$ cat config.mk
export PLATFORM = sky130hd
export DESIGN_NAME = satd_accum_flat
export DESIGN_NICKNAME = d
export VERILOG_FILES = /design/src/rtl/core/satd_hadamard_4x4_accumulator_unit_assert.svh /design/src/rtl/core/satd_pkg.sv /design/src/rtl/core/satd_if.sv /design/src/rtl/core/satd_accum.sv /design/src/flat_wrapper.sv
export SDC_FILE = /design/constraint.sdc
export NUM_CORES = 1
export LEC_CHECK = 0
export ABC_AREA = 1
export BUFFER_PORTS_ARGS = -buffer_cell sky130_fd_sc_hd__buf_4
export CAP_MARGIN = 5
export CORE_MARGIN = 2
export CORE_UTILIZATION = 30
export CTS_CLUSTER_DIAMETER = 50
export DETAILED_ROUTE_END_ITERATION = 8
export GPL_ROUTABILITY_DRIVEN = 0
export HOLD_SLACK_MARGIN = 0.1
export PLACE_DENSITY_LB_ADDON = 0.25
export RECOVER_POWER = 25
export SLEW_MARGIN = 10
export SYNTH_ARGS = -nofsm -noshare
export SYNTH_HDL_FRONTEND = slang
export SYNTH_SLANG_ARGS = --single-unit
$ cat constraint.sdc
create_clock -name clock -period 3.1 [get_ports clock]
set_input_delay 0.775 -clock clock [delete_from_list [all_inputs] [get_ports clock]]
set_output_delay 0.775 -clock clock [all_outputs]
set_load 0.005 [all_outputs]
$ cat src/rtl/core/satd_hadamard_4x4_accumulator_unit_assert.svh
// Assertion macros shared by the SATD accumulator RTL.
`ifndef SATD_HADAMARD_4X4_ACCUMULATOR_UNIT_ASSERT_SVH
`define SATD_HADAMARD_4X4_ACCUMULATOR_UNIT_ASSERT_SVH
`ifndef SYNTHESIS
// Same-cycle implication, checked out of reset.
`define SATD_ASSERT_NOW(label, clk, rst, ante, cons) \
   label: assert property (@(posedge clk) disable iff (rst) (ante) |-> (cons)) \
      else $error("SATD same-cycle check failed");
// Next-cycle implication, checked out of reset.
`define SATD_ASSERT_NEXT(label, clk, rst, ante, cons) \
   label: assert property (@(posedge clk) disable iff (rst) (ante) |=> (cons)) \
      else $error("SATD next-cycle check failed");
`else
`define SATD_ASSERT_NOW(label, clk, rst, ante, cons)
`define SATD_ASSERT_NEXT(label, clk, rst, ante, cons)
`endif
`endif

$ cat src/rtl/core/satd_pkg.sv
// Types and constants of the SATD 4x4 Hadamard accumulator.
package satd_pkg;

   localparam int IN_BITS    = 16;
   localparam int PIXEL_BITS = 16;
   localparam int ROWS       = 4;
   localparam int COLS       = 4;
   localparam int ROW_BITS   = 2;
   localparam int PEND_ROWS  = ROWS - 1;
   localparam int PAIRS      = 8;

   localparam int DIFF_BITS  = PIXEL_BITS + 1;
   localparam int T_BITS     = DIFF_BITS + 1;
   localparam int H_BITS     = DIFF_BITS + 2;
   localparam int U_BITS     = DIFF_BITS + 3;
   localparam int MAG_BITS   = U_BITS;
   localparam int SUM_BITS   = MAG_BITS + 3;
   localparam int TOTAL_BITS = 40;
   localparam int OUT_BITS   = 32;

   localparam logic [OUT_BITS-1:0] OUT_MAX = 32'hFFFF_FFFF;
   localparam logic [TOTAL_BITS-1:0] TOTAL_MAX = {TOTAL_BITS{1'b1}};
   localparam logic [ROW_BITS-1:0] LAST_ROW = ROW_BITS'(ROWS - 1);

   typedef logic [IN_BITS-1:0]          pixel_type;
   typedef logic signed [DIFF_BITS-1:0] diff_type;
   typedef logic signed [U_BITS-1:0]    coef_type;
   typedef logic [MAG_BITS-1:0]         mag_type;
   typedef logic [SUM_BITS-1:0]         sum_type;
   typedef logic [TOTAL_BITS-1:0]       total_type;
   typedef logic [OUT_BITS-1:0]         out_type;

   typedef diff_type tile_type [ROWS][COLS];
   typedef coef_type coef_blk_type [ROWS][COLS];
   typedef mag_type  mag_set_type [PAIRS];

   typedef struct packed {
      logic valid;
      logic last;
   } tile_ctl_type;

endpackage

$ cat src/rtl/core/satd_if.sv


interface satd_rsp_if;
   logic               valid;
   logic               ready;
   satd_pkg::out_type  satd_value;

   modport source (output valid, satd_value, input ready);
   modport sink (input valid, satd_value, output ready);
endinterface

$ cat src/rtl/core/satd_accum.sv
// Block total accumulator and response register.
module satd_accum (
   input  logic                    clock,
   input  logic                    reset,
   input  satd_pkg::tile_ctl_type  sum_ctl,
   input  satd_pkg::sum_type       sum_value,
   output logic                    sum_ready,
   satd_rsp_if.source              rsp_ch
);

   satd_pkg::total_type            total_ff, total_in;
   logic                           rsp_valid_ff, rsp_valid_in;
   satd_pkg::out_type              value_ff, value_in;
   logic [satd_pkg::TOTAL_BITS:0]  wide_sum;
   satd_pkg::total_type            sat_total;
   logic                           take;

   // A tile that closes a block waits for the response slot; others pass freely.
   assign sum_ready = !sum_ctl.last || !rsp_valid_ff || rsp_ch.ready;
   assign take      = sum_ctl.valid && sum_ready;

   assign wide_sum  = {1'b0, total_ff} + (satd_pkg::TOTAL_BITS + 1)'(sum_value);
   assign sat_total = wide_sum[satd_pkg::TOTAL_BITS] ? satd_pkg::TOTAL_MAX
                                                     : wide_sum[satd_pkg::TOTAL_BITS-1:0];

   always_comb begin
      total_in     = total_ff;
      value_in     = value_ff;
      rsp_valid_in = rsp_valid_ff && !rsp_ch.ready;
      if (take) begin
         if (sum_ctl.last) begin
            total_in     = '0;
            rsp_valid_in = 1'b1;
            value_in     = (|sat_total[satd_pkg::TOTAL_BITS-1:satd_pkg::OUT_BITS])
                           ? satd_pkg::OUT_MAX : sat_total[satd_pkg::OUT_BITS-1:0];
         end else begin
            total_in = sat_total;
         end
      end
   end

   always_ff @(posedge clock) begin
      if (reset) begin
         total_ff     <= '0;
         rsp_valid_ff <= 1'b0;
      end else begin
         total_ff     <= total_in;
         rsp_valid_ff <= rsp_valid_in;
      end
   end

   always_ff @(posedge clock) begin
      value_ff <= value_in;
   end

   assign rsp_ch.valid      = rsp_valid_ff;
   assign rsp_ch.satd_value = value_ff;

endmodule

$ cat src/flat_wrapper.sv
// flat-port wrapper written by rule: the top's interface ports become plain ports
module satd_accum_flat 
  (clock, reset, sum_ctl, sum_value, sum_ready, rsp_ch_valid, rsp_ch_satd_value, rsp_ch_ready);
  satd_rsp_if rsp_ch_i ();
  input  logic clock;
  input  logic reset;
  input  satd_pkg::tile_ctl_type sum_ctl;
  input  satd_pkg::sum_type sum_value;
  output logic sum_ready;
  output wire logic [$bits(rsp_ch_i.valid)-1:0] rsp_ch_valid;
  output wire logic [$bits(rsp_ch_i.satd_value)-1:0] rsp_ch_satd_value;
  input wire logic [$bits(rsp_ch_i.ready)-1:0] rsp_ch_ready;
  assign rsp_ch_valid = rsp_ch_i.valid;
  assign rsp_ch_satd_value = rsp_ch_i.satd_value;
  assign rsp_ch_i.ready = rsp_ch_ready;
  satd_accum u_core (.clock(clock), .reset(reset), .sum_ctl(sum_ctl), .sum_value(sum_value), .sum_ready(sum_ready), .rsp_ch(rsp_ch_i));
endmodule
# After elaboration in Yosys (flattened, before gate mapping)
# Cells that the tools add are included.
# Widths: inputs -> output; s select.
classes:
  add_sub_neg: 1
  mux: 4
  n_reduce_logical: 9
ops:
  columns: ["operator", "n"]
  rows:
  - ["$mux 40", 2]
  - ["$add 40x23->41", 1]
  - ["$reduce_or 8->1", 1]
  - ["$logic_not 1->1", 3]
  - ["$logic_and 1x1->1", 2]
  - ["$logic_or 1x1->1", 2]
  - ["$mux 1", 2]
  - ["$reduce_and 2->1", 1]
totals:
  regBits: 73
  output_inout_bits: 34
  elab_cells: 17

# Logic depth before layout (Yosys ltp)
logic_depth:
  word_depth: 5
  ltp_mapped: 17

# Least setup slack after synthesis
# OpenSTA, ideal clock, no wires.
synth_path:
  path_type: "input -> register"
  from: "input sum_value[0]"
  to: "register u_core.value_ff[10] (netlist: u_core.rsp_ch.satd_value[10]) (data pin)"
  t_arrival_ns: 2.622
  slack_ns: 0.217
  cell_stages: 15
  n_path_buf: 1
  cell_sequence: "ha_1 -> fa_1 -> nand3_1 -> nand3_1 -> nand2_1 -> nand2_1 -> nand2_1 -> nand3_2 -> nand3_4 -> nand2_1 -> nor2_1 -> nand2_1 -> nor2_4 -> buf_4 -> nand3_1"
synth_between:
  elab_chain_len: 3
synth_lines:
  columns: ["element", "line", "source"]
  rows:
  - ["from (decl)", "flat_wrapper.sv:8", "input satd_pkg::sum_type sum_value;"]
  - ["$add 40x23->41 (*)", "satd_accum.sv:22", "assign wide_sum = {1'b0, total_ff} + (satd_pkg::TOTAL_BITS + 1)'(sum_value);"]
  - ["$mux 40 (*)", "satd_accum.sv:23", "assign sat_total = wide_sum[satd_pkg::TOTAL_BITS] ? satd_pkg::TOTAL_MAX"]
  - ["$reduce_or 8->1", "satd_accum.sv:34", "value_in = (|sat_total[satd_pkg::TOTAL_BITS-1:satd_pkg::OUT_BITS])"]
  - ["to (signal assigned)", "satd_accum.sv:53", "value_ff <= value_in;"]
  - ["to (decl)", "satd_accum.sv:13", "satd_pkg::out_type value_ff, value_in;"]
# Every way passes the cells marked *; elsewhere a longest branch is shown, timed or not.
# A chain may end at the register's enable or synchronous reset.

# Worst setup path after layout
layout_path:
  from: "input sum_value[7]"
  to: "register u_core.value_ff[14] (netlist: u_core.rsp_ch.satd_value[14]) (data pin)"
# The elaborated chain is that of the path after synthesis.

==> metrics.yaml <==
synth:
  ys.flop_type: "dfxtp_1"
  netlist_instances: 849
  yosysUniqueCellTypes: 37
  yosysSeqAreaShare_pct: 32.5
  synth_area_per_cell_um2: 6.45
  synth_area_leader_cell: "nand2_1"
  synthesis.area_mm2: 0.00548
  ys_ff_latch: 73
  synth_edf_count: 32
  async_reset_ff_share_pct: 0
  ys_warn_count: 0
  synth_top_area_share_pct: 20.3
  synth_fp_nets: 901
  synth_area_leaders: "nand2_1, edfxtp_1, dfxtp_1"
clocking:
  insertion_delay_ns: 0.34
  clkTransAtPathRegs_ns: 0.06
  hold_buffers: 0
  cts_tree: "done"
  root_buffer: "clkbuf_16"
  postCtsSetupBuffers: 0
  cts_buffers: 9
  post_cts_resized: 0
  cts.htree.levels: 3
  cts.sinks: 73
  clk_path_buf_depth: 2
detailed_routing:
  totalWireLength_mm: 15.8
  drtAntennaViolNets: 0
  drtPass1Iterations: 5
  drtIter0Drc: 314
  vias: 5396
  post-route-drc-count: 0
  wl_per_cell_um: 13.4
  routed_via_density: 4.57
critical_path:
  cpMostUsedCell: "nand2_1"
  crit_chain: "buf_4, ha_1, nand2_1, nor2_2, nand2_1, nor2_1, nand2_1, nand2_1, inv_1, nand3_1, a21oi_1, nor2_1, nand2_1, nor2_4, buf_12, nand3_1"
  worstSetupPathType: "primary input to flip-flop"
  worstPathArrival_ns: 2.98
  slowest_stage: "ha_1"
  cp-end-kind: "flip-flop"
  r2r-start: "u_core.total_ff[7]"
  r2r-end: "u_core.rsp_ch.satd_value[14]"
  crit_fanout: 23
  r2r_setup_slack_ns: 0.43
  worstRegToRegCells: 15
  startpoint_type: "primary input"
  required_ns: 3.18
  cpPeakStageDelay_ns: 0.45
sta:
  tightestPinTransition_ns: 0.896
  maxSlewHeadroom_pct: 40.2
  slew_viol_final: 0
  finalSetupViolations: 0
  period_needed_ns: 2.90
  finalCritPeriodShare_pct: 93.5
  fmax_ghz: 0.345
  rsz0062_at_grt: "false"
  final.setup.tns_ns: 0
  fin_skew_ns: 0.00757
  hold_viol: 0
finish:
  final_cell_area_mm2: 0.00674
  antenna_cells: 0
  drive_gt1_share_pct: 16.8
  final_cell_mix: "nand2_1, inv_1, nand3_1, buf_4, a21oi_1"
  nFillCells: 1953
  area_growth_syn_to_layout_pct: 23.1
  regArea_mm2: 0.00178
  final_common_cell: "nand2_1"
  multiInputGateArea_mm2: 0.00301
  finalNetCount: 998
  post-route-util_pct: 37.5
global_routing:
  use_met2_pct: 28.1
  grt_pass1_wl_mm: 26.0
  gr-usage-all-layers_pct: 16.7
  met3_usage_pct: 2.49
  grt_antenna_before_repair: 0
  met1_usage_pct: 22.2
  grt_pass1_vias: 5205
  grt_max_degree: 42
  grt_overflow: 0
  top_usage_layer: "met2"
floorplanning:
  ioPinCount: 62
  core-area_mm2: 0.0180
  fp.dieW_um: 139
  die-area_mm2: 0.0194
  die_h_um: 139
  rows: 49
  start_util_pct: 30.5
pwr:
  p_total_w: 0.00256
  power_density_mw_per_mm2: 380
  leakage_nw: 3.47
  vdd_ir_drop_max_mv: 0.184
min_path:
  hold-path-endpoint: "u_core.total_ff[4]"
  hp-class: "flip-flop to flip-flop"
  min_from: "u_core.total_ff[4]"
  holdPathStages: 2
place:
  placed_area_mm2: 0.00649
  port_buffers: 61
  place_hpwl_mm: 12.4
run:
  drv_cap: 0
status:
  status: "finished clean"
## cells in the mapped netlist (2+ instances only)
cell type  number
o21ai_0        11
and2_1          3
ha_1           23
a31oi_1         2
nor3_1          5
nand3b_1        2
o21a_1          2
a21o_1          2
a21oi_1        59
nand3_1        78
nor2_2          5
nand4_1         6
nor3_2          2
nand2_2         3
buf_4           3
edfxtp_1       32
xnor2_1         8
nand2_1       297
or2_2          16
clkbuf_1       12
inv_1         145
buf_6           6
inv_2           2
xor2_1         11
nor2_1         57
nor2_4          3
dfxtp_1        41
nand3_2         4
## critical path, delay by kind of cell
kind	cells	cell delay (ns)
buffers and inverters	3	0.32
adders and majority gates	1	0.45
and+or+nand+nor	11	1.31
AOI/OAI and AO/OA	1	0.10
## metal layers
| metal | part of all wire (%) | wire (um) |
|---|---|---|
| met2 | 46 | 7320 |
| met4 | 2.0 | 319 |
| met3 | 4.1 | 641 |
| met5 | 0 | 0 |
| met1 | 48 | 7510 |
## worst max-delay path by stage
stage	slack, ns	cells past startpoint	from	to
final	0.20	16	sum_value[7]	u_core.rsp_ch.satd_value[14]
after global routing	0.02	16	sum_value[0]	u_core.rsp_ch.satd_value[13]
after CTS	0.24	16	sum_value[0]	u_core.rsp_ch.satd_value[19]
after detailed placement	-0.12	16	sum_value[0]	u_core.rsp_ch.satd_value[19]
after global placement	-0.09	15	sum_value[19]	u_core.rsp_ch.satd_value[17]
after floorplan	0.22	15	sum_value[0]	u_core.rsp_ch.satd_value[10]
## cell families after synthesis
logic type | share of synthesized area [%]
XOR/XNOR | 3.04
flip-flops | 32.5
buffers and inverters | 12.5
AND/OR/NAND/NOR | 38.7
AO/OA/AOI/OAI | 7.56
adder cells (fa/ha/maj) | 5.62
## final cells by class
cell class	count	area share, %
clock buffers	12	3.51
flip-flops and latches	73	26.4
clock inverters	4	0.334
inverters	147	8.18
well taps	229	4.25
repair buffers	107	12.6
multi-input cells	608	44.7
## metrics by stage
step           hold slack [ns]  setup slack (ns)  instances
4_1_cts                  0.472             0.236       1180
2_1_floorplan            0.449             0.217        849
3_3_place_gp             0.459           -0.0886       1164
3_5_place_dp             0.462            -0.120       1164
6_report                 0.469             0.202       1180
5_1_grt                  0.489            0.0154       1180
## registers in the layout, indices dropped and copies added (netlist names)
name,cells
u_core.total_ff,40
u_core.rsp_ch.valid,1
u_core.rsp_ch.satd_value,32
## power breakdown
group / switching [W] / total (W) / internal [W] / leakage (nW)
clock: 0.000405 / 0.000943 / 0.000538 / 0.126
combinational: 0.000304 / 0.000535 / 0.000231 / 2.71
sequential: 0.0000179 / 0.00108 / 0.00106 / 0.635
Note: power is estimated with default switching activity, not from simulation.
