### src/rtl/core/satd_hadamard_4x4_accumulator_unit_assert.svh
// Assertion macros shared by the SATD accumulator RTL.
`ifndef SATD_HADAMARD_4X4_ACCUMULATOR_UNIT_ASSERT_SVH
`define SATD_HADAMARD_4X4_ACCUMULATOR_UNIT_ASSERT_SVH
`ifndef SYNTHESIS
// Same-cycle implication, checked out of reset.
`define SATD_ASSERT_NOW(label, clk, rst, ante, cons) \
   label: assert property (@(posedge clk) disable iff (rst) (ante) |-> (cons)) \
      else $error("SATD same-cycle check failed");
// Next-cycle implication, checked out of reset.
`define SATD_ASSERT_NEXT(label, clk, rst, ante, cons) \
   label: assert property (@(posedge clk) disable iff (rst) (ante) |=> (cons)) \
      else $error("SATD next-cycle check failed");
`else
`define SATD_ASSERT_NOW(label, clk, rst, ante, cons)
`define SATD_ASSERT_NEXT(label, clk, rst, ante, cons)
`endif
`endif

### src/rtl/core/satd_pkg.sv
// Types and constants of the SATD 4x4 Hadamard accumulator.
package satd_pkg;

   localparam int IN_BITS    = 16;
   localparam int PIXEL_BITS = 16;
   localparam int ROWS       = 4;
   localparam int COLS       = 4;
   localparam int ROW_BITS   = 2;
   localparam int PEND_ROWS  = ROWS - 1;
   localparam int PAIRS      = 8;

   localparam int DIFF_BITS  = PIXEL_BITS + 1;
   localparam int T_BITS     = DIFF_BITS + 1;
   localparam int H_BITS     = DIFF_BITS + 2;
   localparam int U_BITS     = DIFF_BITS + 3;
   localparam int MAG_BITS   = U_BITS;
   localparam int SUM_BITS   = MAG_BITS + 3;
   localparam int TOTAL_BITS = 40;
   localparam int OUT_BITS   = 32;

   localparam logic [OUT_BITS-1:0] OUT_MAX = 32'hFFFF_FFFF;
   localparam logic [TOTAL_BITS-1:0] TOTAL_MAX = {TOTAL_BITS{1'b1}};
   localparam logic [ROW_BITS-1:0] LAST_ROW = ROW_BITS'(ROWS - 1);

   typedef logic [IN_BITS-1:0]          pixel_type;
   typedef logic signed [DIFF_BITS-1:0] diff_type;
   typedef logic signed [U_BITS-1:0]    coef_type;
   typedef logic [MAG_BITS-1:0]         mag_type;
   typedef logic [SUM_BITS-1:0]         sum_type;
   typedef logic [TOTAL_BITS-1:0]       total_type;
   typedef logic [OUT_BITS-1:0]         out_type;

   typedef diff_type tile_type [ROWS][COLS];
   typedef coef_type coef_blk_type [ROWS][COLS];
   typedef mag_type  mag_set_type [PAIRS];

   typedef struct packed {
      logic valid;
      logic last;
   } tile_ctl_type;

endpackage

### src/rtl/core/satd_xform.sv
// Hadamard transform pipeline: butterflies, pairwise max, tile sum.
module satd_xform (
   input  logic                    clock,
   input  logic                    reset,
   input  satd_pkg::tile_ctl_type  in_ctl,
   input  satd_pkg::tile_type      in_tile,
   output logic                    in_ready,
   output satd_pkg::tile_ctl_type  sum_ctl,
   output satd_pkg::sum_type       sum_value,
   input  logic                    sum_ready
);

   satd_pkg::tile_ctl_type ctl2_ff, ctl2_in, ctl3_ff, ctl3_in, ctl4_ff, ctl4_in;
   satd_pkg::coef_blk_type coef_ff, coef_in;
   satd_pkg::mag_set_type  pmax_ff, pmax_in;
   satd_pkg::sum_type      sum_ff, sum_in;
   logic                   rdy2, rdy3, rdy4;

   assign rdy4     = !ctl4_ff.valid || sum_ready;
   assign rdy3     = !ctl3_ff.valid || rdy4;
   assign rdy2     = !ctl2_ff.valid || rdy3;
   assign in_ready = rdy2;

   // Column butterflies then row butterflies.
   always_comb begin
      logic signed [satd_pkg::T_BITS-1:0] t0, t1, t2, t3;
      logic signed [satd_pkg::H_BITS-1:0] h [satd_pkg::ROWS][satd_pkg::COLS];
      for (int c = 0; c < satd_pkg::COLS; c++) begin
         t0 = satd_pkg::T_BITS'(in_tile[0][c]) + satd_pkg::T_BITS'(in_tile[1][c]);
         t1 = satd_pkg::T_BITS'(in_tile[0][c]) - satd_pkg::T_BITS'(in_tile[1][c]);
         t2 = satd_pkg::T_BITS'(in_tile[2][c]) + satd_pkg::T_BITS'(in_tile[3][c]);
         t3 = satd_pkg::T_BITS'(in_tile[2][c]) - satd_pkg::T_BITS'(in_tile[3][c]);
         h[0][c] = satd_pkg::H_BITS'(t0) + satd_pkg::H_BITS'(t2);
         h[1][c] = satd_pkg::H_BITS'(t1) + satd_pkg::H_BITS'(t3);
         h[2][c] = satd_pkg::H_BITS'(t0) - satd_pkg::H_BITS'(t2);
         h[3][c] = satd_pkg::H_BITS'(t1) - satd_pkg::H_BITS'(t3);
      end
      for (int r = 0; r < satd_pkg::ROWS; r++) begin
         coef_in[r][0] = satd_pkg::U_BITS'(h[r][0]) + satd_pkg::U_BITS'(h[r][1]);
         coef_in[r][1] = satd_pkg::U_BITS'(h[r][0]) - satd_pkg::U_BITS'(h[r][1]);
         coef_in[r][2] = satd_pkg::U_BITS'(h[r][2]) + satd_pkg::U_BITS'(h[r][3]);
         coef_in[r][3] = satd_pkg::U_BITS'(h[r][2]) - satd_pkg::U_BITS'(h[r][3]);
      end
   end

   // |x+y| + |x-y| = 2 max(|x|,|y|): keep the max, which is the halved pair.
   always_comb begin
      satd_pkg::mag_type m [satd_pkg::COLS];
      for (int r = 0; r < satd_pkg::ROWS; r++) begin
         for (int c = 0; c < satd_pkg::COLS; c++) begin
            m[c] = satd_pkg::mag_type'((coef_ff[r][c] < 0) ? -coef_ff[r][c] : coef_ff[r][c]);
         end
         pmax_in[2*r]     = (m[0] > m[2]) ? m[0] : m[2];
         pmax_in[2*r + 1] = (m[1] > m[3]) ? m[1] : m[3];
      end
   end

   always_comb begin
      sum_in = '0;
      for (int i = 0; i < satd_pkg::PAIRS; i++) begin
         sum_in = sum_in + satd_pkg::SUM_BITS'(pmax_ff[i]);
      end
   end

   always_comb begin
      ctl2_in = rdy2 ? in_ctl  : ctl2_ff;
      ctl3_in = rdy3 ? ctl2_ff : ctl3_ff;
      ctl4_in = rdy4 ? ctl3_ff : ctl4_ff;
      if (rdy2 && !in_ctl.valid) begin
         ctl2_in.valid = 1'b0;
      end
   end

   always_ff @(posedge clock) begin
      if (reset) begin
         ctl2_ff <= '0;
         ctl3_ff <= '0;
         ctl4_ff <= '0;
      end else begin
         ctl2_ff <= ctl2_in;
         ctl3_ff <= ctl3_in;
         ctl4_ff <= ctl4_in;
      end
   end

   always_ff @(posedge clock) begin
      if (rdy2 && in_ctl.valid) begin
         coef_ff <= coef_in;
      end
      if (rdy3 && ctl2_ff.valid) begin
         pmax_ff <= pmax_in;
      end
      if (rdy4 && ctl3_ff.valid) begin
         sum_ff <= sum_in;
      end
   end

   assign sum_ctl   = ctl4_ff;
   assign sum_value = sum_ff;

endmodule

### config.mk
export PLATFORM = sky130hd
export DESIGN_NAME = satd_xform
export DESIGN_NICKNAME = d
export VERILOG_FILES = /design/src/rtl/core/satd_hadamard_4x4_accumulator_unit_assert.svh /design/src/rtl/core/satd_pkg.sv /design/src/rtl/core/satd_xform.sv
export SDC_FILE = /design/constraint.sdc
export NUM_CORES = 2
export LEC_CHECK = 0
export BUFFER_PORTS_ARGS = -buffer_cell sky130_fd_sc_hd__buf_2
export CORE_ASPECT_RATIO = 0.8
export CORE_MARGIN = 10
export CORE_UTILIZATION = 65
export CTS_BUF_LIST = sky130_fd_sc_hd__clkbuf_8 sky130_fd_sc_hd__clkbuf_16
export CTS_CLUSTER_DIAMETER = 150
export DETAILED_ROUTE_END_ITERATION = 6
export PLACE_DENSITY = 0.93
export SLEW_MARGIN = 20
export SYNTH_ARGS = -nofsm -noshare
export SYNTH_HDL_FRONTEND = slang
export SYNTH_SLANG_ARGS = --single-unit
### constraint.sdc
create_clock -name clock -period 28.1 [get_ports clock]
set_input_delay 5.62 -clock clock [delete_from_list [all_inputs] [get_ports clock]]
set_output_delay 5.62 -clock clock [all_outputs]
set_load 0.02 [all_outputs]
### After elaboration in Yosys (flattened, before gate mapping)

Index checks and enable logic that the tools add are counted.

| word-level totals | value |
|---|---|
| input port bits | 277 |
| logic and storage cells | 162 |
| output and inout port bits | 26 |
| register bits | 509 |

| cells by class | value |
|---|---|
| $add $sub $neg | 71 |
| multiplexer cells | 24 |
| reductions and logical operators | 12 |
| order comparisons | 24 |

Operators by type and width:

| operator | number |
|---|---|
| 20-bit two-way mux | 24 |
| 20-bit by 1-bit less-than comparator with 1-bit output, second input constant | 16 |
| 20-bit negation | 16 |
| 19-bit by 19-bit adder with 20-bit output | 8 |
| 20-bit greater-than comparator | 8 |
| 19-bit by 19-bit subtractor with 20-bit output | 8 |
| 18-bit by 18-bit adder with 19-bit output | 8 |
| 18-bit by 18-bit subtractor with 19-bit output | 8 |
| 17-bit by 17-bit adder with 18-bit output | 8 |
| 17-bit by 17-bit subtractor with 18-bit output | 8 |
| 23-bit by 20-bit adder with 23-bit output | 4 |
| 22-bit by 20-bit adder with 23-bit output | 1 |
| 21-bit by 20-bit adder with 22-bit output | 1 |
| 20-bit by 20-bit adder with 21-bit output | 1 |
| 1-bit logical AND | 4 |
| 1-bit zero test | 4 |
| 1-bit logical OR | 3 |
| 2-bit OR reduction | 1 |

### Longest topological paths before layout

| depth | value |
|---|---|
| depth after elaboration | 7 |
| depth in mapped cells | 29 |
| mapped depth without buffers | 27 |

### Least setup slack after synthesis

OpenSTA, ideal clock, no wires.

| timing | value |
|---|---|
| kind | input to register |
| start | in sum_ready |
| end | reg coef_ff[100] (netlist bit), enable pin |
| arrival | 21310 ps |
| path buffers | 1 |
| setup slack | 5617 ps |
| library setup time | 1173 ps |
| stages on the path | 3 |
| cell sequence | nor2b_1 > clkbuf_1 > a31oi_1 |

| on the way | value |
|---|---|
| word-level cells in the longest chain between the ends | 4 |

RTL lines:

| what | RTL line | source |
|---|---|---|
| start: declaration | satd_xform.sv:10 | `input logic sum_ready` |
| 1-bit logical OR | satd_xform.sv:19 | `assign rdy4 = !ctl4_ff.valid \|\| sum_ready;` |
| 1-bit logical OR | satd_xform.sv:20 | `assign rdy3 = !ctl3_ff.valid \|\| rdy4;` |
| 1-bit logical OR | satd_xform.sv:21 | `assign rdy2 = !ctl2_ff.valid \|\| rdy3;` |
| 1-bit logical AND | satd_xform.sv:87 | `if (rdy2 && in_ctl.valid) begin` |
| end signal: assignment | satd_xform.sv:88 | `coef_ff <= coef_in;` |
| end: declaration | satd_xform.sv:14 | `satd_pkg::coef_blk_type coef_ff, coef_in;` |

No other way between the ends.
A chain may end at the register's enable or synchronous reset.

### Final worst setup path

| timing | value |
|---|---|
| start | in sum_ready |
| end | out in_ready |

| on the way | value |
|---|---|
| word-level cells in the longest chain between the ends | 3 |

RTL lines:

| what | RTL line | source |
|---|---|---|
| 1-bit logical OR | satd_xform.sv:19 |  |
| 1-bit logical OR | satd_xform.sv:20 |  |
| 1-bit logical OR | satd_xform.sv:21 |  |
| end: declaration | satd_xform.sv:7 | `output logic in_ready,` |

No other way between the ends.

==> results.json <==
{
  "status": "finished with violations",
  "failed_checks": "DRC",
  "synthesis.area_um2": 70800,
  "cts_inserted_buffers": 49,
  "post_cts_resized": 0,
  "netlist.area_leader.share_pct": 21.0,
  "routed_via_density": 6.46,
  "fin_tns_setup_ns": 0,
  "core_area_um2": 108000,
  "leading_register_cell_type_out_of_synthesis": "sky130_fd_sc_hd__edfxtp_1",
  "timing.critical_path.to_type": "primary output",
  "crit_path_max_fanout": 8,
  "path_class": "in2out",
  "clock_latency_ns": 0.64,
  "maxSlewViolCount": 0,
  "slew-limit-headroom_pct": 8.76,
  "die_area_um2": 123000,
  "numClockSinks": 501,
  "setup_viol_count_final": 0,
  "critical-path-max-stage-delay_ns": 0.58,
  "cts_htree_levels": 2,
  "netlist_top_cells_count": "sky130_fd_sc_hd__inv_1, sky130_fd_sc_hd__ha_1, sky130_fd_sc_hd__a21oi_1, sky130_fd_sc_hd__xnor2_1, sky130_fd_sc_hd__nor2_1",
  "synth_top_cell_by_area": "sky130_fd_sc_hd__edfxtp_1",
  "yosys.cell_types.count": 90,
  "clk_root_buffer_cell": "sky130_fd_sc_hd__clkbuf_16",
  "timing.critical_path.cells": "buf_2 > nor2b_1 > nand3_1 > buf_2",
  "synth-warning-count": 0,
  "final_nets": 9912,
  "achievable-frequency_mhz": 80.6,
  "timing.final.crit_period_ns": 12.41,
  "io_pins": 303,
  "finalWirelength_um": 231000,
  "synth_enable_flop_cells": 495,
  "critical_path_required_ns": 22.48,
  "class_of_the_worst_hold_path": "reg2reg",
  "ratio_of_cells_with_drive_above_1_in_the_final_layout_pct": 5.92,
  "antenna_found_initial": 15,
  "place_congestion": 1.09,
  "initial_core_util_pct": 65.4,
  "grt_setup_unrepaired": "no",
  "postSynthNetCount": 9821,
  "dieHeight_um": 315,
  "ant_nets": 0,
  "first_iter_violations": 8633,
  "finalClockSkew_ns": 0.0535,
  "synth-async-reset-ratio_pct": 0,
  "setup.worst_path.start_class": "input pin",
  "postCtsSetupRepairBufs": 0,
  "crit_path_top_delay_cell": "sky130_fd_sc_hd__nor2b_1",
  "drcViolationCount": 3,
  "worst_setup_hold_path_clk_slew_ns": 0.07,
  "max_cap_viol_count": 0,
  "grt_pass1_vias": 59300,
  "portBuffers": 302,
  "yosys_register_bits": 501,
  "flow.area_growth_from_synthesis_pct": 5.69,
  "synthMostInstantiatedCell": "sky130_fd_sc_hd__inv_1",
  "tightestPinTransition_ns": 1.35,
  "grt_pass1_wl_um": 345000,
  "avgRoutedWirePerCell_um": 23.4,
  "utilization_after_layout_pct": 69.1,
  "path_common_cell": "sky130_fd_sc_hd__buf_2",
  "cts_hold_buf": 0,
  "hold_viol": 0,
  "grt_max_degree": 79,
  "cp_arrival_ns": 6.79,
  "grt_remaining_overflow": 0,
  "cts.path.max_buffers": 3,
  "fp.dieW_um": 389,
  "ys_top_cells_by_area": "sky130_fd_sc_hd__edfxtp_1, sky130_fd_sc_hd__ha_1, sky130_fd_sc_hd__xnor2_1",
  "seq_area_frac_synth_pct": 21.2,
  "drt_pass1_iterations": 7,
  "netlist_instances": 8318,
  "floorplan.rows": 108,
  "postSynthAreaPerCell_um2": 8.51,
  "track_usage_pct": 35.9,
  "cts_tree": "built",
  "routed-via-count": 63900,
  "detailed_place_hpwl_um": 195000,
  "layout_worst_path_cycle_share_pct": 44.2
}
cells by family after synthesis:
kind of cell | Yosys count | share of synthesized area, %
AO/OA/AOI/OAI | 2169 | 19.8
AND/OR/NAND/NOR | 1781 | 12.4
buffers and inverters | 1408 | 7.49
adder cells (fa/ha/maj) | 1226 | 23.4
XOR/XNOR | 1033 | 12.8
flip-flops | 501 | 21.2
multiplexers | 200 | 2.86
flip-flops by register name, indices dropped and copies added (netlist names):
register	count
sum_ctl	2
ctl3_ff	2
sum_value	23
ctl2_ff	2
coef_ff	312
pmax_ff	160
layout make-up:
type,instances,area (µm²)
well taps,1430,1790
flip-flops and latches,501,15000
fillers,8505,33400
clock buffers,49,1230
repair buffers,319,1640
diodes,6,15.0
clock inverters,41,353
multi-input cells,6409,50600
inverters,1129,4240
through the flow:
step           std cells  area (µm²)  setup slack (ns)  hold slack (ns)
2_1_floorplan       8318       70800              5.62            0.430
3_3_place_gp        9788       73200             15.84            0.450
3_5_place_dp        9788       73200             15.69            0.524
4_1_cts             9878       74800             15.77            0.523
5_1_grt             9878       74800             15.61            0.550
6_report            9884       74800             15.69            0.524
worst max-delay path: cells and delay by family:
kind	cells	cell delay (ns)
buf+inv	2	0.32
simple gates	2	0.83
per-layer routing:
layer  vias to the layer above  track usage, %  wire length, µm
li1                      29200               -                -
met2                      3734            51.9            94300
met5                         -               0               35
met4                         6            11.1             8200
met1                     30400            50.2            95700
met3                       489            12.0            32900
placed cells by master, fill, tap and decap left out, types with 184 or more instances in the layout:
master,netlist,final
sky130_fd_sc_hd__inv_1,1120,1127
sky130_fd_sc_hd__ha_1,1059,1059
sky130_fd_sc_hd__a21oi_1,681,680
sky130_fd_sc_hd__xnor2_1,643,643
sky130_fd_sc_hd__nor2_1,592,591
sky130_fd_sc_hd__edfxtp_1,495,495
sky130_fd_sc_hd__o21ai_0,405,403
sky130_fd_sc_hd__xor2_1,390,390
sky130_fd_sc_hd__buf_2,11,302
sky130_fd_sc_hd__nand2_1,277,277
sky130_fd_sc_hd__o21bai_1,224,224
sky130_fd_sc_hd__nor3_1,195,195
sky130_fd_sc_hd__a21o_1,184,184
sky130_fd_sc_hd__mux2i_1,184,184
path summary, 6_finish.rpt:
kind | depth (start not counted) | from | endpoint | slack [ns]
setup / recovery | 4 | sum_ready | in_ready | 15.69
hold reg to reg | 2 | ctl2_ff[0] | ctl3_ff[0] | 0.52
setup reg to reg | 17 | coef_ff[220] | pmax_ff[100] | 21.98
hold / removal | 2 | ctl2_ff[0] | ctl3_ff[0] | 0.52
Power is not shown: default switching activity piles up to over one toggle a cycle in this logic, so the estimate is an artifact.
