File: config.mk
export PLATFORM = sky130hd
export DESIGN_NAME = satd_tile_asm_flat
export DESIGN_NICKNAME = d
export VERILOG_FILES = /design/src/rtl/core/satd_hadamard_4x4_accumulator_unit_assert.svh /design/src/rtl/core/satd_pkg.sv /design/src/rtl/core/satd_if.sv /design/src/rtl/core/satd_tile_asm.sv /design/src/flat_wrapper.sv
export SDC_FILE = /design/constraint.sdc
export NUM_CORES = 1
export LEC_CHECK = 0
export ABC_CLOCK_PERIOD_IN_PS = 8500
export BUFFER_PORTS_ARGS = -buffer_cell sky130_fd_sc_hd__buf_4
export CAP_MARGIN = 30
export CORE_AREA = 5 5 256 258
export DETAILED_ROUTE_END_ITERATION = 8
export DIE_AREA = 0 0 261 263
export GPL_TIMING_DRIVEN = 0
export MAX_ROUTING_LAYER = met4
export SYNTH_ARGS = -nofsm -noshare
export SYNTH_HDL_FRONTEND = slang
export SYNTH_SLANG_ARGS = --single-unit
File: constraint.sdc
create_clock -name clock -period 8.5 [get_ports clock]
set_input_delay 0.85 -clock clock [delete_from_list [all_inputs] [get_ports clock]]
set_output_delay 0.85 -clock clock [all_outputs]
set_load 0.01 [all_outputs]
File: src/rtl/core/satd_hadamard_4x4_accumulator_unit_assert.svh
// Assertion macros shared by the SATD accumulator RTL.
`ifndef SATD_HADAMARD_4X4_ACCUMULATOR_UNIT_ASSERT_SVH
`define SATD_HADAMARD_4X4_ACCUMULATOR_UNIT_ASSERT_SVH
`ifndef SYNTHESIS
// Same-cycle implication, checked out of reset.
`define SATD_ASSERT_NOW(label, clk, rst, ante, cons) \
   label: assert property (@(posedge clk) disable iff (rst) (ante) |-> (cons)) \
      else $error("SATD same-cycle check failed");
// Next-cycle implication, checked out of reset.
`define SATD_ASSERT_NEXT(label, clk, rst, ante, cons) \
   label: assert property (@(posedge clk) disable iff (rst) (ante) |=> (cons)) \
      else $error("SATD next-cycle check failed");
`else
`define SATD_ASSERT_NOW(label, clk, rst, ante, cons)
`define SATD_ASSERT_NEXT(label, clk, rst, ante, cons)
`endif
`endif

File: src/rtl/core/satd_pkg.sv
// Types and constants of the SATD 4x4 Hadamard accumulator.
package satd_pkg;

   localparam int IN_BITS    = 16;
   localparam int PIXEL_BITS = 16;
   localparam int ROWS       = 4;
   localparam int COLS       = 4;
   localparam int ROW_BITS   = 2;
   localparam int PEND_ROWS  = ROWS - 1;
   localparam int PAIRS      = 8;

   localparam int DIFF_BITS  = PIXEL_BITS + 1;
   localparam int T_BITS     = DIFF_BITS + 1;
   localparam int H_BITS     = DIFF_BITS + 2;
   localparam int U_BITS     = DIFF_BITS + 3;
   localparam int MAG_BITS   = U_BITS;
   localparam int SUM_BITS   = MAG_BITS + 3;
   localparam int TOTAL_BITS = 40;
   localparam int OUT_BITS   = 32;

   localparam logic [OUT_BITS-1:0] OUT_MAX = 32'hFFFF_FFFF;
   localparam logic [TOTAL_BITS-1:0] TOTAL_MAX = {TOTAL_BITS{1'b1}};
   localparam logic [ROW_BITS-1:0] LAST_ROW = ROW_BITS'(ROWS - 1);

   typedef logic [IN_BITS-1:0]          pixel_type;
   typedef logic signed [DIFF_BITS-1:0] diff_type;
   typedef logic signed [U_BITS-1:0]    coef_type;
   typedef logic [MAG_BITS-1:0]         mag_type;
   typedef logic [SUM_BITS-1:0]         sum_type;
   typedef logic [TOTAL_BITS-1:0]       total_type;
   typedef logic [OUT_BITS-1:0]         out_type;

   typedef diff_type tile_type [ROWS][COLS];
   typedef coef_type coef_blk_type [ROWS][COLS];
   typedef mag_type  mag_set_type [PAIRS];

   typedef struct packed {
      logic valid;
      logic last;
   } tile_ctl_type;

endpackage

File: src/rtl/core/satd_if.sv
// Request and response channel interfaces of the SATD accumulator.
interface satd_req_if;
   logic                 valid;
   logic                 ready;
   satd_pkg::pixel_type  src_pixel_0;
   satd_pkg::pixel_type  src_pixel_1;
   satd_pkg::pixel_type  src_pixel_2;
   satd_pkg::pixel_type  src_pixel_3;
   satd_pkg::pixel_type  ref_pixel_0;
   satd_pkg::pixel_type  ref_pixel_1;
   satd_pkg::pixel_type  ref_pixel_2;
   satd_pkg::pixel_type  ref_pixel_3;
   logic                 end_of_block;

   modport source (output valid, src_pixel_0, src_pixel_1, src_pixel_2, src_pixel_3,
                   ref_pixel_0, ref_pixel_1, ref_pixel_2, ref_pixel_3, end_of_block,
                   input ready);
   modport sink (input valid, src_pixel_0, src_pixel_1, src_pixel_2, src_pixel_3,
                 ref_pixel_0, ref_pixel_1, ref_pixel_2, ref_pixel_3, end_of_block,
                 output ready);
endinterface


File: src/rtl/core/satd_tile_asm.sv
// Row intake: differences, pending rows of the tile and the tile register.
module satd_tile_asm (
   input  logic                    clock,
   input  logic                    reset,
   satd_req_if.sink                req_ch,
   output satd_pkg::tile_ctl_type  tile_ctl,
   output satd_pkg::tile_type      tile,
   input  logic                    tile_ready
);

   logic [satd_pkg::ROW_BITS-1:0] row_ff, row_in;
   satd_pkg::diff_type            pending_ff [satd_pkg::PEND_ROWS][satd_pkg::COLS];
   satd_pkg::tile_ctl_type        ctl_ff, ctl_in;
   satd_pkg::tile_type            tile_ff, tile_in;
   satd_pkg::diff_type            diff [satd_pkg::COLS];
   logic [satd_pkg::PIXEL_BITS-1:0] src_px [satd_pkg::COLS];
   logic [satd_pkg::PIXEL_BITS-1:0] ref_px [satd_pkg::COLS];
   logic                          accept;
   logic                          complete;

   // Bits above the pixel width are dropped here.
   assign src_px[0] = req_ch.src_pixel_0[satd_pkg::PIXEL_BITS-1:0];
   assign src_px[1] = req_ch.src_pixel_1[satd_pkg::PIXEL_BITS-1:0];
   assign src_px[2] = req_ch.src_pixel_2[satd_pkg::PIXEL_BITS-1:0];
   assign src_px[3] = req_ch.src_pixel_3[satd_pkg::PIXEL_BITS-1:0];
   assign ref_px[0] = req_ch.ref_pixel_0[satd_pkg::PIXEL_BITS-1:0];
   assign ref_px[1] = req_ch.ref_pixel_1[satd_pkg::PIXEL_BITS-1:0];
   assign ref_px[2] = req_ch.ref_pixel_2[satd_pkg::PIXEL_BITS-1:0];
   assign ref_px[3] = req_ch.ref_pixel_3[satd_pkg::PIXEL_BITS-1:0];

   assign req_ch.ready = !ctl_ff.valid || tile_ready;
   assign accept       = req_ch.valid && req_ch.ready;
   assign complete     = (row_ff == satd_pkg::LAST_ROW) || req_ch.end_of_block;

   always_comb begin
      for (int c = 0; c < satd_pkg::COLS; c++) begin
         diff[c] = $signed({1'b0, src_px[c]}) - $signed({1'b0, ref_px[c]});
      end
   end

   // Earlier rows from storage, current row from the port, later rows zero.
   always_comb begin
      for (int r = 0; r < satd_pkg::PEND_ROWS; r++) begin
         for (int c = 0; c < satd_pkg::COLS; c++) begin
            if (satd_pkg::ROW_BITS'(r) < row_ff) begin
               tile_in[r][c] = pending_ff[r][c];
            end else if (satd_pkg::ROW_BITS'(r) == row_ff) begin
               tile_in[r][c] = diff[c];
            end else begin
               tile_in[r][c] = '0;
            end
         end
      end
      for (int c = 0; c < satd_pkg::COLS; c++) begin
         tile_in[satd_pkg::ROWS-1][c] = (row_ff == satd_pkg::LAST_ROW) ? diff[c] : '0;
      end
   end

   always_comb begin
      row_in = row_ff;
      ctl_in = ctl_ff;
      if (tile_ready) begin
         ctl_in.valid = 1'b0;
      end
      if (accept) begin
         row_in = complete ? '0 : row_ff + 1'b1;
         if (complete) begin
            ctl_in.valid = 1'b1;
            ctl_in.last  = req_ch.end_of_block;
         end
      end
   end

   always_ff @(posedge clock) begin
      if (reset) begin
         row_ff <= '0;
         ctl_ff <= '0;
      end else begin
         row_ff <= row_in;
         ctl_ff <= ctl_in;
      end
   end

   always_ff @(posedge clock) begin
      if (accept && complete) begin
         tile_ff <= tile_in;
      end
      if (accept && !complete) begin
         pending_ff[row_ff] <= diff;
      end
   end

   assign tile_ctl = ctl_ff;
   assign tile     = tile_ff;

endmodule

File: src/flat_wrapper.sv
// flat-port wrapper written by rule: the top's interface ports become plain ports
module satd_tile_asm_flat 
  (clock, reset, tile_ctl, tile, tile_ready, req_ch_valid, req_ch_src_pixel_0, req_ch_src_pixel_1, req_ch_src_pixel_2, req_ch_src_pixel_3, req_ch_ref_pixel_0, req_ch_ref_pixel_1, req_ch_ref_pixel_2, req_ch_ref_pixel_3, req_ch_end_of_block, req_ch_ready);
  satd_req_if req_ch_i ();
  input  logic clock;
  input  logic reset;
  output satd_pkg::tile_ctl_type tile_ctl;
  output satd_pkg::tile_type tile;
  input  logic tile_ready;
  input wire logic [$bits(req_ch_i.valid)-1:0] req_ch_valid;
  input wire logic [$bits(req_ch_i.src_pixel_0)-1:0] req_ch_src_pixel_0;
  input wire logic [$bits(req_ch_i.src_pixel_1)-1:0] req_ch_src_pixel_1;
  input wire logic [$bits(req_ch_i.src_pixel_2)-1:0] req_ch_src_pixel_2;
  input wire logic [$bits(req_ch_i.src_pixel_3)-1:0] req_ch_src_pixel_3;
  input wire logic [$bits(req_ch_i.ref_pixel_0)-1:0] req_ch_ref_pixel_0;
  input wire logic [$bits(req_ch_i.ref_pixel_1)-1:0] req_ch_ref_pixel_1;
  input wire logic [$bits(req_ch_i.ref_pixel_2)-1:0] req_ch_ref_pixel_2;
  input wire logic [$bits(req_ch_i.ref_pixel_3)-1:0] req_ch_ref_pixel_3;
  input wire logic [$bits(req_ch_i.end_of_block)-1:0] req_ch_end_of_block;
  output wire logic [$bits(req_ch_i.ready)-1:0] req_ch_ready;
  assign req_ch_i.valid = req_ch_valid;
  assign req_ch_i.src_pixel_0 = req_ch_src_pixel_0;
  assign req_ch_i.src_pixel_1 = req_ch_src_pixel_1;
  assign req_ch_i.src_pixel_2 = req_ch_src_pixel_2;
  assign req_ch_i.src_pixel_3 = req_ch_src_pixel_3;
  assign req_ch_i.ref_pixel_0 = req_ch_ref_pixel_0;
  assign req_ch_i.ref_pixel_1 = req_ch_ref_pixel_1;
  assign req_ch_i.ref_pixel_2 = req_ch_ref_pixel_2;
  assign req_ch_i.ref_pixel_3 = req_ch_ref_pixel_3;
  assign req_ch_i.end_of_block = req_ch_end_of_block;
  assign req_ch_ready = req_ch_i.ready;
  satd_tile_asm u_core (.clock(clock), .reset(reset), .req_ch(req_ch_i), .tile_ctl(tile_ctl), .tile(tile), .tile_ready(tile_ready));
endmodule
After elaboration in Yosys (flattened, before gate mapping)
Memory sizes are Yosys's and may differ from the RTL's.
Index checks and enable logic that the tools add are counted.
{"block": "totals", "register_bits": 276, "ram_bits": 204, "memories": 1}
{"name": "u_core.pending_ff", "depth": 3, "width": 68, "read_ports": 3, "rd_clocked_by_memory_dff": 0, "write_ports": 1, "line_no": "satd_tile_asm.sv:12", "rtl": "satd_pkg::diff_type pending_ff [satd_pkg::PEND_ROWS][satd_pkg::COLS];"}
{"block": "op_classes", "n_addsub": 5, "magnitude_cmp": 3, "eq_ne": 3, "muxes": 30, "n_reduce_logical": 9}
{"operator": "2-to-1 mux 17 bit", "n": 24}
{"operator": "subtractor 16 x 16 -> 17 bit", "n": 4}
{"operator": "2-to-1 mux 2 bit", "n": 3}
{"operator": "< comparator 1 x 2 -> 1 bit (first input constant)", "n": 2}
{"operator": "logical AND 1 bit", "n": 3}
{"operator": "2-to-1 mux 1 bit", "n": 3}
{"operator": "adder 2 x 1 -> 2 bit (second input constant)", "n": 1}
{"operator": "equality test 1 x 2 -> 1 bit (first input constant)", "n": 1}
{"operator": "equality test 2 bit (first input constant)", "n": 1}
{"operator": "equality test 2 bit (second input constant)", "n": 1}
{"operator": "zero test 1 bit", "n": 2}
{"operator": "zero test 2 bit", "n": 1}
{"operator": "logical OR 1 bit", "n": 2}
{"operator": "< comparator 2 bit (first input constant)", "n": 1}
{"operator": "AND reduction 2 bit", "n": 1}

Depth between registers and ports, before layout
{"block": "depth", "depth_word": 6, "mapped_depth": 9}

Worst setup path before layout
OpenSTA, ideal clock, no wires.
{"block": "synth_path", "path_kind": "input -> register", "from": "in tile_ready", "to": "reg u_core.tile_ff (netlist bit u_core.tile[0]) (enable)", "arrival_time_ns": 6.619, "required_ns": 7.878, "slack_ns": 1.259, "cell_stages": 4, "n_path_buf": 0, "path_cell_list": "nand2b_1 -> and2_1 -> o21ai_0 -> inv_1"}
{"block": "synth_via", "elab_chain_len": 3}
{"element": "from (decl)", "line_no": "flat_wrapper.sv:9", "rtl": "input logic tile_ready;"}
{"element": "logical OR 1 bit", "line_no": "satd_tile_asm.sv:31", "rtl": "assign req_ch.ready = !ctl_ff.valid || tile_ready;"}
{"element": "logical AND 1 bit", "line_no": "satd_tile_asm.sv:32", "rtl": "assign accept = req_ch.valid && req_ch.ready;"}
{"element": "logical AND 1 bit", "line_no": "satd_tile_asm.sv:85", "rtl": "if (accept && complete) begin"}
{"element": "to (signal assigned)", "line_no": "satd_tile_asm.sv:86", "rtl": "tile_ff <= tile_in;"}
{"element": "to (decl)", "line_no": "satd_tile_asm.sv:14", "rtl": "satd_pkg::tile_type tile_ff, tile_in;"}
No other way between the ends.
A chain may end at the register's enable or synchronous reset.

Worst setup path after layout
{"block": "layout_path", "from": "reg u_core.row_ff[1] in the netlist's numbering", "to": "mem u_core.pending_ff[0][24] in the netlist's numbering (enable)"}
{"block": "layout_via", "elab_chain_len": 6}
{"element": "from (decl)", "line_no": "satd_tile_asm.sv:11", "rtl": "logic [satd_pkg::ROW_BITS-1:0] row_ff, row_in;"}
{"element": "from (signal assigned)", "line_no": "satd_tile_asm.sv:79", "rtl": "row_ff <= row_in;"}
{"element": "equality test 2 bit", "line_no": "satd_tile_asm.sv:33", "rtl": "assign complete = (row_ff == satd_pkg::LAST_ROW) || req_ch.end_of_block;"}
{"element": "logical OR 1 bit", "line_no": "satd_tile_asm.sv:33"}
{"element": "zero test 1 bit", "line_no": "satd_tile_asm.sv:88", "rtl": "if (accept && !complete) begin"}
{"element": "logical AND 1 bit", "line_no": "satd_tile_asm.sv:88"}
{"element": "2-to-1 mux 1 bit", "line_no": "satd_tile_asm.sv:88"}
{"element": "2-to-1 mux 1 bit (not written as such)", "line_no": "satd_tile_asm.sv:89", "rtl": "pending_ff[row_ff] <= diff;"}
{"element": "to (decl)", "line_no": "satd_tile_asm.sv:12"}
Parallel ways exist; a longest one is shown, timed or not.

==> flow_metrics.py <==
metrics = {
    "sta": {
        "finalSetupViolations": 0,
        "rsz0062_at_grt": "no",
        "slew_headroom_pct": 35.8,
        "maxSlewViolCount": 0,
        "fin_crit_ns": 4.78,
        "tightest_slew_ns": 0.963,
        "clock_skew_ns": 0.0228,
        "hold_viol_final": 0,
        "fin_crit_sh_pct": 56.3,
        "fmax_mhz": 209,
    },
    "worst_setup_path": {
        "path_common_cell": "clkbuf_1",
        "worst-setup-path-type": "flop to flop",
        "crit_arrival_ns": 5.03,
        "worstPathRequired_ns": 8.75,
        "crit_chain": "clkbuf_1 > inv_1 > ha_1 > clkbuf_1 > clkbuf_1 > buf_1 > and3_4 > buf_16",
        "cp_num_buf_inv": 6,
        "slowest_stage": "and3_4",
        "cpLargestDelayFamily": "buffers and inverters",
        "crit_fanout": 35,
        "path_depth": 8,
        "cpPeakStageDelay_ns": 0.80,
        "worstSetupStartpointType": "flop",
        "reg2regPathDepth": 8,
        "worstSetupEndpointType": "flop",
    },
    "floorplan": {
        "core_mm2": 0.0627,
        "start_util_pct": 32.8,
        "die-area_mm2": 0.0686,
        "io_pins": 408,
        "die_h_um": 263,
        "num_rows": 92,
        "die_x_um": 261,
    },
    "global_route": {
        "grt_pass1_vias": 14000,
        "grtUsageMet1_pct": 22.2,
        "grt.busiest_layer": "met2",
        "grt_overflow_total": 0,
        "grt_use_total_pct": 18.0,
        "met2_usage_pct": 29.8,
        "grt_max_degree": 126,
        "grt_pass1_wl_um": 90800,
        "grt_use_met3_pct": 5.03,
        "antenna_found_initial": 0,
    },
    "clocking": {
        "cts_tree": "yes",
        "cts_hold_buf": 0,
        "tritoncts_num_sinks": 480,
        "numCtsBuffers": 51,
        "clockRootBuffer": "clkbuf_16",
        "clk_latency_ns": 0.59,
        "post-cts-setup-buffer-count": 0,
        "cts_resized": 0,
        "clk_path_buf_depth": 3,
        "clk_pin_slew_ns": 0.06,
        "cts_max_level": 2,
    },
    "final_layout": {
        "syn_to_final_growth_pct": 29.3,
        "nets": 2053,
        "layout-drive-gt1-share_pct": 30.8,
        "diodes": 0,
        "finish.utilization_pct": 42.4,
    },
    "logic_synthesis": {
        "synth_common_cells": "edfxtp_1, a22o_1, inv_1, nand2_1, ha_1",
        "synth_ff_type": "edfxtp_1",
        "synth_area_mm2": 0.0206,
        "synthTopCellsByArea": "edfxtp_1, a22o_1, ha_1, mux2_2, and2_1",
        "synth_top_cell_area_share_pct": 69.5,
        "synth_edf_count": 476,
        "synth_cell_type_count": 62,
        "avgSynthCellArea_um2": 14.9,
        "yosysSeqAreaShare_pct": 69.9,
        "synth_nets": 1581,
        "netlist_instances": 1376,
        "async_flop_share_pct": 0,
        "yosysMostFrequentCell": "edfxtp_1",
        "ys_ff_latch": 480,
        "yosysWarnings": 0,
        "yosysTopAreaCell": "edfxtp_1",
    },
    "routing": {
        "drt_first_iter_violations": 869,
        "wl_per_cell_um": 23.0,
        "avgViaCountPerCell": 4.93,
        "vias": 13500,
        "first_pass_iters": 5,
        "ant_nets": 0,
        "wl_um": 62800,
        "drc": 0,
    },
    "run": {
        "maxCapViolCount": 0,
    },
    "place": {
        "numPortBuffers": 407,
        "dp_hpwl_um": 45100,
        "gp_congestion": 0.910,
    },
    "worst_hold_path": {
        "hp-class": "input port to flop",
        "whs_path_depth": 2,
    },
    "pwr": {
        "max-vdd-ir-drop_uv": 138,
        "p_per_area_mw_per_mm2": 220,
        "p_total_mw": 5.85,
        "p_leak_nw": 10.4,
    },
    "outcome": {
        "status": "finished clean",
    },
}
-- logic make-up after synthesis --
group / synth area share (%)
flops: 69.9
compound gates: 11.0
simple gates: 6.11
buf+inv: 2.73
fa+ha+maj: 4.53
mux: 3.59
xor+xnor: 2.08
-- cells in the final DEF (no fill, tap or decap), types with 14 or more instances in the layout --
cell type,n
nand2b_1,16
a21o_1,23
clkinv_1,14
xnor2_1,23
o31ai_1,20
ha_1,68
and2_1,58
xor2_1,22
nor2_1,53
nand2_1,69
edfxtp_1,476
clkbuf_16,52
inv_1,90
buf_4,407
a22o_1,102
o21ai_0,39
mux2_2,60
clkbuf_1,52
a21oi_1,61
-- worst register-to-register path, stage by stage, from the launching register on --
cell and delay, ns:
dfxtp_1 0.33, clkbuf_1 0.41, inv_1 0.27, ha_1 0.18, clkbuf_1 0.56, clkbuf_1 0.75
buf_1 0.79, and3_4 0.81, buf_16 0.32
-- report_power, final --
part	switching, mW	internal (mW)	leakage [nW]	total (mW)
registers	0.0362	2.78	4.53	2.82
logic	0.485	0.310	5.05	0.795
clock network	0.930	1.31	0.823	2.24
total	1.45	4.40	10.4	5.85
-- area by class of cell --
class	instances	area, um2
plain buffers	54	208
fillers	5774	36100
well taps	846	1060
flip-flops and latches	480	14400
clock inverters	35	334
clock buffers	59	1340
repair buffers	419	3280
inverters	94	360
multi-input cells	748	5640
-- routing by layer --
layer	part of all wire (%)	wire, um	up-vias
li1	-	-	6184
met1	40	25400	6740
met2	50	31100	478
met3	8.0	5020	68
met4	2.1	1290	0
met5	0	0	-
-- through the flow --
| step | cell area [um2] | instances | setup TNS, ns | hold WS, ns | worst slack [ns] |
|---|---|---|---|---|---|
| 2_1_floorplan | 20600 | 1376 | 0 | 0.488 | 1.26 |
| 3_3_place_gp | 24700 | 2629 | -463.17 | 0.486 | -1.74 |
| 3_5_place_dp | 24900 | 2641 | 0 | 0.513 | 3.45 |
| 4_1_cts | 26600 | 2735 | 0 | 0.438 | 3.43 |
| 5_1_grt | 26600 | 2735 | 0 | 0.450 | 3.49 |
| 6_report | 26600 | 2735 | 0 | 0.482 | 3.72 |
-- sequential cells by signal (all words and copies together) (netlist names) --
signal / flops
u_core.tile: 272
u_core.row_ff: 2
u_core.tile_ctl: 2
u_core.pending_ff: 204
-- path summary, 6_finish.rpt --
| path | from | slack (ns) | end |
|---|---|---|---|
| worst max-delay path | u_core.row_ff[1]$_SDFFE_PP0P_ | 3.72 | u_core.pending_ff[0][24]$_DFFE_PP_ |
| worst min-delay path | reset | 0.48 | u_core.tile_ctl[1]$_SDFF_PP0_ |
| worst max register to register | u_core.row_ff[1]$_SDFFE_PP0P_ | 3.72 | u_core.pending_ff[0][24]$_DFFE_PP_ |
| worst min register to register | u_core.tile_ctl[0]$_SDFFE_PP0P_ | 0.52 | u_core.tile_ctl[0]$_SDFFE_PP0P_ |
Note: power is estimated with default switching activity, not from simulation.
